**src/design/lsb_pkg.sv**
```systemverilog
// Package for the linear seam blend: field widths, blend mode codes and the
// structs passed between the front, lane and merge stages. No dependencies.
`timescale 1ns / 1ps

package lsb_pkg;

	localparam int CHAN_W = 8;               // one color channel
	localparam int COL_W  = 12;              // column index
	localparam int WID_W  = 13;              // image width and overlap width
	localparam int NUM_W  = WID_W + CHAN_W;  // weighted sum, below 256 * W
	localparam int NLANE  = 3;               // red, green, blue
	localparam int NDIV   = CHAN_W;          // one quotient bit per divide stage

	typedef logic [CHAN_W-1:0] chan_t;

	// What the merge stage sends out for an item
	typedef enum logic [1:0] {
		MODE_OVERLAY = 2'b00,
		MODE_BASE    = 2'b01,
		MODE_BLEND   = 2'b10
	} mode_t;

	// Decoded item leaving the front stage
	typedef struct packed {
		mode_t                   mode;
		logic [COL_W-1:0]        k;      // column - overlap_start
		logic [WID_W-1:0]        wmk;    // width - column
		chan_t [NLANE-1:0]       base;
		chan_t [NLANE-1:0]       over;
	} front_t;

	// One lane's result at the end of its divider
	typedef struct packed {
		chan_t quo;
		chan_t base;
		chan_t over;
	} lane_out_t;

endpackage

```
**src/design/linear_seam_blend.sv**
```systemverilog
// Top level of the linear seam blend: config registers, stage valids and
// stall chain, front, three color lanes and merge. Depends on lsb_pkg,
// lsb_front, lsb_lane and lsb_merge.
//
//   channel  | dir | handshake                      | payload
//   ---------+-----+--------------------------------+---------------------------------
//   s_*      | in  | s_tvalid / s_tready            | column, base RGB, overlay RGB
//   m_*      | out | m_tvalid / m_tready            | blended RGB
//   apb      | in  | psel, penable, pwrite, pready  | overlap_start (0x0), image_width (0x4)
//
// One item per cycle sustained while m_tready is high; stages: front stage, multiply stage,
// eight restoring divide stages (one quotient bit each, per color lane), output register.
// Reset clears the stage valids and loads overlap_start = 0, image_width = 4096.
// Each stage loads when it is empty or the stage after it moves, so bubbles
// close up; s_tready drops only when every stage holds an item and m_tready is low.
`timescale 1ns / 1ps

module linear_seam_blend #(
	parameter int MAX_WIDTH = 4096
) (
	input  logic        clk,
	input  logic        arst_n,
	// column[11:0], base_red[19:12], base_green[27:20], base_blue[35:28],
	// overlay_red[43:36], overlay_green[51:44], overlay_blue[59:52], zero[63:60]
	input  logic [63:0] s_tdata,
	input  logic        s_tvalid,
	output logic        s_tready,
	// blend_red[7:0], blend_green[15:8], blend_blue[23:16]
	output logic [23:0] m_tdata,
	output logic        m_tvalid,
	input  logic        m_tready,
	input  logic        psel,
	input  logic        penable,
	input  logic        pwrite,
	input  logic [2:0]  paddr,
	input  logic [31:0] pwdata,
	output logic [31:0] prdata,
	output logic        pready
);

	localparam int NDIV   = lsb_pkg::NDIV;
	localparam int NLANE  = lsb_pkg::NLANE;
	localparam int CHAN_W = lsb_pkg::CHAN_W;
	localparam int WID_W  = lsb_pkg::WID_W;
	localparam int COL_W  = lsb_pkg::COL_W;
	localparam int NSTG   = NDIV + 3;     // front, multiply, divide stages, output
	localparam int OUT_ST = NSTG - 1;
	localparam int DIV_ST = NSTG - 2;     // last divide stage

	localparam logic REG_OVERLAP = 1'b0;
	localparam logic REG_WIDTH   = 1'b1;

	logic [COL_W-1:0] overlap_start_q;
	logic [WID_W-1:0] image_width_q;
	logic [WID_W-1:0] width_c;
	logic [WID_W-1:0] w_q;
	logic             cfg_wr;

	logic [NSTG-1:0]  v_q;
	logic [NSTG-1:0]  en;

	lsb_pkg::chan_t [NLANE-1:0]     base_in;
	lsb_pkg::chan_t [NLANE-1:0]     over_in;
	lsb_pkg::front_t                fr_s1;
	lsb_pkg::mode_t                 mode_s [1:DIV_ST];
	lsb_pkg::lane_out_t [NLANE-1:0] lane_q;
	lsb_pkg::chan_t [NLANE-1:0]     blend_q;

	// Config port: write in the access phase, read back by word index
	assign pready = 1'b1;
	assign cfg_wr = psel & penable & pwrite & pready;

	always_ff @(posedge clk or negedge arst_n) begin
		if (!arst_n) begin
			overlap_start_q <= '0;
			image_width_q   <= WID_W'(4096);
		end else if (cfg_wr) begin
			unique case (paddr[2])
				REG_OVERLAP: overlap_start_q <= pwdata[COL_W-1:0];
				REG_WIDTH:   image_width_q   <= pwdata[WID_W-1:0];
				default:     ;
			endcase
		end
	end

	always_comb begin
		unique case (paddr[2])
			REG_OVERLAP: prdata = {{(32 - COL_W){1'b0}}, overlap_start_q};
			REG_WIDTH:   prdata = {{(32 - WID_W){1'b0}}, image_width_q};
			default:     prdata = '0;
		endcase
	end

	// Clip the width, and keep the overlap width registered for the dividers
	always_comb begin
		width_c = image_width_q;
		if (32'(image_width_q) > 32'(MAX_WIDTH)) begin
			width_c = MAX_WIDTH[WID_W-1:0];
		end
	end

	always_ff @(posedge clk or negedge arst_n) begin
		if (!arst_n) begin
			w_q <= '0;
		end else begin
			w_q <= width_c - {1'b0, overlap_start_q};
		end
	end

	// Stall chain: a stage loads when empty or when its successor loads
	always_comb begin
		en[OUT_ST] = !v_q[OUT_ST] || m_tready;
		for (int i = OUT_ST - 1; i >= 0; i--) begin
			en[i] = !v_q[i] || en[i+1];
		end
	end

	assign s_tready = en[0];
	assign m_tvalid = v_q[OUT_ST];

	always_ff @(posedge clk or negedge arst_n) begin
		if (!arst_n) begin
			v_q <= '0;
		end else begin
			if (en[0]) begin
				v_q[0] <= s_tvalid;
			end
			for (int i = 1; i < NSTG; i++) begin
				if (en[i]) begin
					v_q[i] <= v_q[i-1];
				end
			end
		end
	end

	// Unpack the input item
	for (genvar c = 0; c < NLANE; c++) begin : g_unpack
		assign base_in[c] = s_tdata[COL_W + CHAN_W*c +: CHAN_W];
		assign over_in[c] = s_tdata[COL_W + CHAN_W*(NLANE + c) +: CHAN_W];
	end

	lsb_front u_front (
		.clk           (clk),
		.en            (en[0]),
		.column        (s_tdata[COL_W-1:0]),
		.base          (base_in),
		.over          (over_in),
		.width         (width_c),
		.overlap_start (overlap_start_q),
		.fr_s1         (fr_s1)
	);

	// Carry the mode alongside the lanes
	always_ff @(posedge clk) begin
		if (en[1]) begin
			mode_s[1] <= fr_s1.mode;
		end
		for (int i = 2; i <= DIV_ST; i++) begin
			if (en[i]) begin
				mode_s[i] <= mode_s[i-1];
			end
		end
	end

	for (genvar c = 0; c < NLANE; c++) begin : g_lane
		lsb_lane u_lane (
			.clk      (clk),
			.en       (en[DIV_ST:1]),
			.w        (w_q),
			.base     (fr_s1.base[c]),
			.over     (fr_s1.over[c]),
			.k        (fr_s1.k),
			.wmk      (fr_s1.wmk),
			.lane_out (lane_q[c])
		);
	end

	lsb_merge u_merge (
		.clk     (clk),
		.en      (en[OUT_ST]),
		.mode    (mode_s[DIV_ST]),
		.lanes   (lane_q),
		.blend_q (blend_q)
	);

	assign m_tdata = blend_q;

	// The blended red channel lies between its base and overlay values
	a_blend_bounds: assert property (@(posedge clk) disable iff (!arst_n)
		v_q[DIV_ST] && (mode_s[DIV_ST] == lsb_pkg::MODE_BLEND) |->
		((lane_q[0].quo <= lane_q[0].base) || (lane_q[0].quo <= lane_q[0].over)) &&
		((lane_q[0].quo >= lane_q[0].base) || (lane_q[0].quo >= lane_q[0].over)))
		else $error("blended red channel outside base/overlay range");

	// A blend item never sees an empty overlap
	a_blend_width: assert property (@(posedge clk) disable iff (!arst_n)
		v_q[0] && (fr_s1.mode == lsb_pkg::MODE_BLEND) |-> (w_q != '0))
		else $error("blend item with zero overlap width");

	// Input side stalls only when the whole pipeline is full
	a_full_stall: assert property (@(posedge clk) disable iff (!arst_n)
		!s_tready |-> (&v_q) && !m_tready)
		else $error("input stalled with a free stage");

	// A result that is not taken stays in the output stage
	a_out_kept: assert property (@(posedge clk) disable iff (!arst_n)
		m_tvalid && !m_tready |=> v_q[OUT_ST])
		else $error("output item dropped while stalled");

endmodule

```
**src/design/lsb_front.sv**
```systemverilog
// Front stage of the seam blend: classifies each pixel against the overlap
// and forms the two blend weights. Depends on lsb_pkg.
`timescale 1ns / 1ps

module lsb_front (
	input  logic                                   clk,
	input  logic                                   en,
	input  logic [lsb_pkg::COL_W-1:0]              column,
	input  lsb_pkg::chan_t [lsb_pkg::NLANE-1:0]    base,
	input  lsb_pkg::chan_t [lsb_pkg::NLANE-1:0]    over,
	input  logic [lsb_pkg::WID_W-1:0]              width,
	input  logic [lsb_pkg::COL_W-1:0]              overlap_start,
	output lsb_pkg::front_t                        fr_s1
);

	logic [lsb_pkg::WID_W-1:0] col_x;
	lsb_pkg::front_t           fr_d;

	assign col_x = {1'b0, column};

	// Classify the pixel: beyond the base image, left of overlap or black overlay, blend
	always_comb begin
		fr_d.base = base;
		fr_d.over = over;
		fr_d.k    = column - overlap_start;
		fr_d.wmk  = width - col_x;
		if (col_x >= width) begin
			fr_d.mode = lsb_pkg::MODE_OVERLAY;
		end else if ((column < overlap_start) || (over == '0)) begin
			fr_d.mode = lsb_pkg::MODE_BASE;
		end else begin
			fr_d.mode = lsb_pkg::MODE_BLEND;
		end
	end

	// Hold the decoded item while the next stage is stalled
	always_ff @(posedge clk) begin
		if (en) begin
			fr_s1 <= fr_d;
		end
	end

endmodule

```
**src/design/lsb_lane.sv**
```systemverilog
// One color lane of the seam blend: weighted sum of base and overlay, then an
// eight-stage restoring divider by the overlap width. Depends on lsb_pkg.
`timescale 1ns / 1ps

module lsb_lane (
	input  logic                          clk,
	input  logic [lsb_pkg::NDIV:0]        en,     // [0] multiply, [i+1] divide stage i
	input  logic [lsb_pkg::WID_W-1:0]     w,
	input  lsb_pkg::chan_t                base,
	input  lsb_pkg::chan_t                over,
	input  logic [lsb_pkg::COL_W-1:0]     k,
	input  logic [lsb_pkg::WID_W-1:0]     wmk,
	output lsb_pkg::lane_out_t            lane_out
);

	localparam int NUM_W  = lsb_pkg::NUM_W;
	localparam int NDIV   = lsb_pkg::NDIV;
	localparam int CHAN_W = lsb_pkg::CHAN_W;

	logic [NUM_W-1:0]  p_base;
	logic [NUM_W-1:0]  p_over;
	logic [NUM_W-1:0]  n_s2;
	lsb_pkg::chan_t    base_s2;
	lsb_pkg::chan_t    over_s2;

	logic [NUM_W-1:0]  rem_s  [NDIV];
	logic [CHAN_W-1:0] quo_s  [NDIV];
	lsb_pkg::chan_t    base_s [NDIV];
	lsb_pkg::chan_t    over_s [NDIV];

	// Weighted sum base*(W-k) + overlay*k, bounded by 255*W
	assign p_base = {{lsb_pkg::WID_W{1'b0}}, base} * {{CHAN_W{1'b0}}, wmk};
	assign p_over = {{lsb_pkg::WID_W{1'b0}}, over} *
	                {{(NUM_W - lsb_pkg::COL_W){1'b0}}, k};

	always_ff @(posedge clk) begin
		if (en[0]) begin
			n_s2    <= p_base + p_over;
			base_s2 <= base;
			over_s2 <= over;
		end
	end

	// Restoring divide, most significant quotient bit first
	for (genvar i = 0; i < NDIV; i++) begin : g_div
		logic [NUM_W-1:0]  rem_in;
		logic [NUM_W-1:0]  dvs;
		logic [CHAN_W-1:0] q_in;
		lsb_pkg::chan_t    b_in;
		lsb_pkg::chan_t    o_in;
		logic              ge;

		if (i == 0) begin : g_first
			assign rem_in = n_s2;
			assign q_in   = '0;
			assign b_in   = base_s2;
			assign o_in   = over_s2;
		end else begin : g_next
			assign rem_in = rem_s[i-1];
			assign q_in   = quo_s[i-1];
			assign b_in   = base_s[i-1];
			assign o_in   = over_s[i-1];
		end

		assign dvs = {{CHAN_W{1'b0}}, w} << (NDIV - 1 - i);
		assign ge  = (rem_in >= dvs);

		always_ff @(posedge clk) begin
			if (en[i+1]) begin
				rem_s[i]  <= ge ? (rem_in - dvs) : rem_in;
				quo_s[i]  <= {q_in[CHAN_W-2:0], ge};
				base_s[i] <= b_in;
				over_s[i] <= o_in;
			end
		end
	end

	assign lane_out.quo  = quo_s[NDIV-1];
	assign lane_out.base = base_s[NDIV-1];
	assign lane_out.over = over_s[NDIV-1];

endmodule

```
**src/design/lsb_merge.sv**
```systemverilog
// Merge stage of the seam blend: picks overlay, base or blended value for each
// lane and holds the output register. Depends on lsb_pkg.
`timescale 1ns / 1ps

module lsb_merge (
	input  logic                                      clk,
	input  logic                                      en,
	input  lsb_pkg::mode_t                            mode,
	input  lsb_pkg::lane_out_t [lsb_pkg::NLANE-1:0]   lanes,
	output lsb_pkg::chan_t [lsb_pkg::NLANE-1:0]       blend_q
);

	lsb_pkg::chan_t [lsb_pkg::NLANE-1:0] blend_d;

	// Select the result per lane by the item's mode
	always_comb begin
		for (int c = 0; c < lsb_pkg::NLANE; c++) begin
			case (mode)
				lsb_pkg::MODE_OVERLAY: blend_d[c] = lanes[c].over;
				lsb_pkg::MODE_BASE:    blend_d[c] = lanes[c].base;
				lsb_pkg::MODE_BLEND:   blend_d[c] = lanes[c].quo;
				default:               blend_d[c] = lanes[c].base;
			endcase
		end
	end

	// Hold the result until it is taken
	always_ff @(posedge clk) begin
		if (en) begin
			blend_q <= blend_d;
		end
	end

endmodule
```
**config.mk**
```make
export PLATFORM = sky130hd
export DESIGN_NAME = linear_seam_blend
export DESIGN_NICKNAME = d
export VERILOG_FILES = /design/src/design/lsb_pkg.sv /design/src/design/linear_seam_blend.sv /design/src/design/lsb_front.sv /design/src/design/lsb_lane.sv /design/src/design/lsb_merge.sv
export SDC_FILE = /design/constraint.sdc
export NUM_CORES = 2
export LEC_CHECK = 0
export BUFFER_PORTS_ARGS = -buffer_cell sky130_fd_sc_hd__buf_4
export CORE_MARGIN = 2
export CORE_UTILIZATION = 50
export CTS_CLUSTER_DIAMETER = 100
export DETAILED_ROUTE_END_ITERATION = 8
export GPL_ROUTABILITY_DRIVEN = 0
export GPL_TIMING_DRIVEN = 1
export PLACE_DENSITY = 0.66
export SLEW_MARGIN = 30
export SYNTH_ARGS = -nofsm -noshare
export SYNTH_HDL_FRONTEND = slang
export SYNTH_SLANG_ARGS = --single-unit
```
**constraint.sdc**
```tcl
create_clock -name clk -period 10.3 [get_ports clk]
set_clock_uncertainty 0.05 [all_clocks]
set_input_delay 1.03 -clock clk [delete_from_list [all_inputs] [get_ports clk]]
set_output_delay 1.03 -clock clk [all_outputs]
set_load 0.05 [all_outputs]
```
Word level (Yosys, flattened, before mapping). Memories as Yosys holds them, arrays and structs flattened. Index checks and enable logic that the tools add are counted.

Register bits after elaboration: 259. RAM bits: 1098. Bits of input ports: 106. Output and inout bits: 59. Memories: 13. Word-level logic and storage cells: 190.

Equality and inequality tests: 1. Reductions and logical operators: 27. Multiply operators: 6. Mux-type cells: 48. Bitwise gates (word level): 3. Order comparisons: 27. Add/sub/neg operators: 30.

Memory list: g_lane[0].u_lane.rem_s (depth 8, width 21, read ports 7, clocked after Yosys merged registers in 0, wr ports 8, line lsb_lane.sv:26) `logic [NUM_W-1:0] rem_s [NDIV];`; g_lane[1].u_lane.rem_s (depth 8, width 21, read ports 7, clocked after Yosys merged registers in 0, wr ports 8, line lsb_lane.sv:26); g_lane[2].u_lane.rem_s (depth 8, width 21, read ports 7, clocked after Yosys merged registers in 0, wr ports 8, line lsb_lane.sv:26); g_lane[0].u_lane.base_s (depth 8, width 8, read ports 8, clocked after Yosys merged registers in 0, wr ports 8, line lsb_lane.sv:28) `lsb_pkg::chan_t base_s [NDIV];`; g_lane[0].u_lane.over_s (depth 8, width 8, read ports 8, clocked after Yosys merged registers in 0, wr ports 8, line lsb_lane.sv:29) `lsb_pkg::chan_t over_s [NDIV];`; g_lane[0].u_lane.quo_s (depth 8, width 8, read ports 8, clocked after Yosys merged registers in 0, wr ports 8, line lsb_lane.sv:27) `logic [CHAN_W-1:0] quo_s [NDIV];`; +7 memories.

Operators by type and width (count): 2-to-1 mux 21 bit (24); case mux 32 bit (2 select lines) (1); adder 21 x 20 -> 21 bit (3); greater-or-equal comparator 21 x 13 -> 1 bit (3); greater-or-equal comparator 21 x 14 -> 1 bit (3); greater-or-equal comparator 21 x 15 -> 1 bit (3); greater-or-equal comparator 21 x 16 -> 1 bit (3); greater-or-equal comparator 21 x 17 -> 1 bit (3); greater-or-equal comparator 21 x 18 -> 1 bit (3); greater-or-equal comparator 21 x 19 -> 1 bit (3); greater-or-equal comparator 21 x 20 -> 1 bit (3); multiplier 8 x 13 -> 21 bit (3); subtractor 21 x 13 -> 21 bit (3); subtractor 21 x 14 -> 21 bit (3); subtractor 21 x 15 -> 21 bit (3); subtractor 21 x 16 -> 21 bit (3); subtractor 21 x 17 -> 21 bit (3); subtractor 21 x 18 -> 21 bit (3); subtractor 21 x 19 -> 21 bit (3); subtractor 21 x 20 -> 21 bit (3); multiplier 8 x 12 -> 20 bit (3); case mux 8 bit (2 select lines) (3); subtractor 13 x 12 -> 13 bit (2); logical NOT 24 bit (1); 14 further kinds (54).

Logic depth before layout (Yosys ltp).
Depth after elaboration: 13. Depth in mapped cells: 23. Depth with buffers taken out: 22.

Cells and area by module. From an unflattened synthesis, not the netlist that was laid out.

Cells, all modules: 6656. Area, all modules: 78148.7 µm².

By module, submodules not included: lsb_lane (g_lane[0].u_lane) (cells each 1984, area an instance 23368.7 µm², instances 1, sequential area each 10450.0 µm²); lsb_lane (g_lane[1].u_lane) (cells each 2016, area an instance 23356.2 µm², instances 1, sequential area each 10450.0 µm²); lsb_lane (g_lane[2].u_lane) (cells each 1989, area an instance 23206.0 µm², instances 1, sequential area each 10450.0 µm²); lsb_front (cells each 274, area an instance 3636.0 µm², instances 1, sequential area each 2252.2 µm²); linear_seam_blend (cells each 289, area an instance 3334.4 µm², instances 1, sequential area each 1767.9 µm²); lsb_merge (cells each 104, area an instance 1247.4 µm², instances 1, sequential area each 720.7 µm²).

Least setup slack after synthesis. Ideal clock, no wire load.

Kind: input -> register. Start: input m_tready. End: register u_front.fr_s1[0] (netlist name). Buffers on the path: 0. Required time: 9.147 ns. Data arrival time: 8.332 ns. Path slack: 0.815 ns. Setup time: 1.103 ns. Cell stages on the path: 6. Cell sequence: nor2b_1 -> nand2_1 -> nor2_1 -> nand2_1 -> nor2_1 -> nand3_1.

Longest elaborated chain between the ends: 11.

RTL lines: from (decl) (line linear_seam_blend.sv:31) `input logic m_tready,`; logical OR 1 bit (line linear_seam_blend.sv:112) `en[OUT_ST] = !v_q[OUT_ST] || m_tready;`; logical OR 1 bit (line linear_seam_blend.sv:114) `en[i] = !v_q[i] || en[i+1];`; via en[9] (line linear_seam_blend.sv:60) `logic [NSTG-1:0] en;`; logical OR 1 bit (4 in series) (line linear_seam_blend.sv:114); via en[5] (line linear_seam_blend.sv:60); logical OR 1 bit (5 in series) (line linear_seam_blend.sv:114); via s_tready (line linear_seam_blend.sv:27) `output logic s_tready,`.

The timed path passes the listed nets, and every way through them passes these cells. A chain may end at the register's enable or synchronous reset.

Worst setup path in the final report.
Start: register u_front.fr_s1[33] (netlist name). End: register g_lane[1].u_lane.n_s2[20] (data pin).

Longest elaborated chain between the ends: 2.

RTL lines: multiplier 8 x 13 -> 21 bit (line lsb_lane.sv:32) `assign p_base = {{lsb_pkg::WID_W{1'b0}}, base} * {{CHAN_W{1'b0}}, wmk};`; adder 21 x 20 -> 21 bit (line lsb_lane.sv:38) `n_s2 <= p_base + p_over;`; to (signal assigned) (line lsb_lane.sv:38); to (decl) (line lsb_lane.sv:22) `logic [NUM_W-1:0] n_s2;`.

Every way passes these cells.

==> results.yml <==
layout:
  area_delta_synth_final_pct: 10.3
  num_antenna_cells: 0
  num-nets-final: 7805
  utilization_pct: 55.5
  layout-drive-gt1-share_pct: 7.52
  stdcell_count: 8776
detailed_routing:
  routed_wl_um: 160000
  vias_per_cell: 5.41
  drtPass1Iterations: 6
  route.detailed.drc: 0
  vias: 47400
  wl_per_cell_um: 18.2
  drtIter0Drc: 3207
  ant_nets: 0
global_routing:
  antenna_found_initial: 1
  grt_pass1_vias: 47100
  grt_usage_pct: 20.7
  grt_start_max_net_pins: 133
  grt_pass1_wl_um: 256000
  grt-ovfl-total: 0
worst_setup_path:
  crit_cells: 17
  critical_path_required_ns: 10.67
  critPathSlowestCell: "edfxtp_1"
  worstPathArrival_ns: 7.73
  worstPathCellList: "nand2_1, fa_1, fa_1, inv_1, fa_1, fa_1, fa_1, fa_1, ha_1, a21oi_1, o21ai_0, a41oi_1, a22o_1, o21ai_0, o41ai_1, mux2i_1, a221oi_1"
  worst-path-max-fanout: 14
  r2r_cells: 17
  crit_type: "register to register"
  max_stage_delay_ns: 0.77
  rrSetupSlack_ns: 2.94
  cp_top_family: "adder cells"
  cpMostUsedCell: "fa_1"
  cp-end-kind: "register"
  critPathBufInv: 1
  start_kind: "register"
logic_synthesis:
  synth_commonest_cells: "edfxtp_1, inv_1, nand2_1"
  synth_edf_count: 1161
  synth-compound-area-share_pct: 8.61
  synthMuxAreaShare_pct: 1.75
  yosys.cell_count.top_type: "edfxtp_1"
  synthCells: 6504
  syn-cell-area_sq_mm: 0.0764
  synth_top_area_share_pct: 45.7
  ys_types: 82
  synth_ff_type: "edfxtp_1"
  yosys.area_share.simple_pct: 11.5
  synthArstFlopShare_pct: 4.05
  yosys_warnings: 0
  synth.area.top_cells: "edfxtp_1, fa_1, ha_1, inv_1, nand2_1"
  seq_area_frac_synth_pct: 47.3
  syn_area_per_cell_sq_um: 11.7
  yosys.area.top_type: "edfxtp_1"
  synth_fa_ha_area_share_pct: 22.3
  ys_seq_elements: 1210
  synth_xor_area_share_pct: 3.91
  synth_top_family_by_area: "adder cells"
clock_tree:
  cts_buffer_depth: 3
  insertion_delay_ns: 0.75
  cts_tree: "done"
  root_buffer: "clkbuf_16"
  holdBufCountCts: 0
  cts-htree-levels: 4
  cts_buffers: 132
  postCtsSetupBuffers: 0
  clk_pin_slew_ns: 0.06
  clock-sinks: 1210
  ctsResizeCount: 0
hold_path:
  hold_path.class: "input port to async pin"
sta:
  maxSlewViolCount: 0
  worst_slack_ns: 2.94
  timing.fmax_mhz: 136
  slew_headroom_pct: 35.9
  setup_viol_count_final: 0
  finalCriticalPeriod_ns: 7.36
  worst_slew_pin_slew_ns: 0.961
  setup_tns_ns: 0
  rsz0062_at_grt: "no"
  finalHoldViolations: 0
  fin_crit_sh_pct: 71.4
placement:
  dp.cells: 8531
  io_buffers: 119
  dpl.hpwl_um: 116000
  dp_slack_ns: 2.87
floorplanning:
  fp-row-count: 143
  core_sq_mm: 0.152
  start_util_pct: 50.3
  die-width_um: 395
  ioPinCount: 165
  fp.dieH_um: 395
  fp.dieArea_sq_mm: 0.156
status:
  outcome: "completed"
job:
  maxCapViolations: 0
## cell families (layout without fill, tap and decap cells)
group | count (synthesis) | count (layout)
AND/OR/NAND/NOR | 1762 | 1762
multiplexers | 124 | 124
XOR/XNOR | 341 | 341
other | 2 | 20
AO/OA/AOI/OAI | 1065 | 1065
adder cells (fa/ha/maj) | 1059 | 1059
buffers and inverters | 941 | 1165
flip-flops | 1210 | 1210
## placed cells by master (no fill, tap or decap), types with 13 or more instances in the layout
cell type,n
a211oi_1,27
a21boi_0,17
a21o_1,114
a21oi_1,292
a31oi_1,29
and2_1,306
and3_1,21
buf_4,174
bufinv_16,19
clkbuf_1,21
clkbuf_16,134
clkinv_1,31
clkinv_2,20
conb_1,20
dfrtp_1,46
edfxtp_1,1161
fa_1,501
ha_1,558
inv_1,726
mux2_2,69
mux2i_1,54
nand2_1,627
nand2b_1,80
nand3_1,65
nand4_1,51
nor2_1,269
nor2b_1,89
nor3_1,83
nor4_1,43
o21a_1,67
o21ai_0,335
o21bai_1,29
o31ai_1,26
or2_2,18
or3_1,36
or4_1,13
xnor2_1,189
xor2_1,152
## routing by layer
| metal | wire, um | vias to the layer above | track usage, % |
|---|---|---|---|
| met2 | 75100 | 1093 | 33.7 |
| met1 | 72500 | 23300 | 29.0 |
| met3 | 7450 | 227 | 2.86 |
| li1 | - | 22900 | - |
| met4 | 4670 | 0 | 6.47 |
| met5 | 0 | - | 0 |
## sequential cells by signal, indices dropped and copies added, names as in the netlist
register,flops
g_lane.u_lane.base_s2,24
g_lane.u_lane.g_div.rem_in,63
image_width_q,13
g_lane.u_lane.quo_s,108
mode_s,18
overlap_start_q,12
g_lane.u_lane.base_s,192
u_front.fr_s1,75
g_lane.u_lane.over_s,192
w_q,13
v_q,11
g_lane.u_lane.g_div.o_in,24
u_merge.blend_q,24
g_lane.u_lane.rem_s,441
## layout make-up
type,instances,area (sq um)
fillers,12700,67500
multi-input cells,4371,36900
flip-flops and latches,1210,36100
clock buffers,155,3430
inverters,741,2790
well taps,2030,2540
repair buffers,184,1440
clock inverters,85,1050
## worst paths after layout
| path | startpoint | endpoint |
|---|---|---|
| worst min register to register | g_lane[1].u_lane.over_s[1][6] | g_lane[1].u_lane.over_s[1][14] |
| max in group asynchronous | arst_n | w_q[1] |
| worst max register to register | u_front.fr_s1[33] | g_lane[1].u_lane.g_div[0].rem_in[20] |
| min in group clk | g_lane[1].u_lane.over_s[1][6] | g_lane[1].u_lane.over_s[1][14] |
| worst min-delay path | arst_n | v_q[10] |
| worst max-delay path | u_front.fr_s1[33] | g_lane[1].u_lane.g_div[0].rem_in[20] |
## worst reg2reg max path: stages, from the launching register on
cell and delay [ns]:
edfxtp_1 0.77, nand2_1 0.19, fa_1 0.55, fa_1 0.55
inv_1 0.05, fa_1 0.48, fa_1 0.57, fa_1 0.44
fa_1 0.44, ha_1 0.37, a21oi_1 0.16, o21ai_0 0.10
a41oi_1 0.25, a22o_1 0.26, o21ai_0 0.19, o41ai_1 0.70
mux2i_1 0.16, a221oi_1 0.74
## stage by stage
stage / hold slack, ns / instance area [sq um]
2_1_floorplan: 0.350 / 76400
4_1_cts: 0.237 / 84100
6_report: 0.275 / 84200
3_3_place_gp: 0.351 / 79600
3_5_place_dp: 0.355 / 79600
5_1_grt: 0.288 / 84200
Power is not shown: default switching activity piles up to over one toggle a cycle in this logic, so the estimate is an artifact.
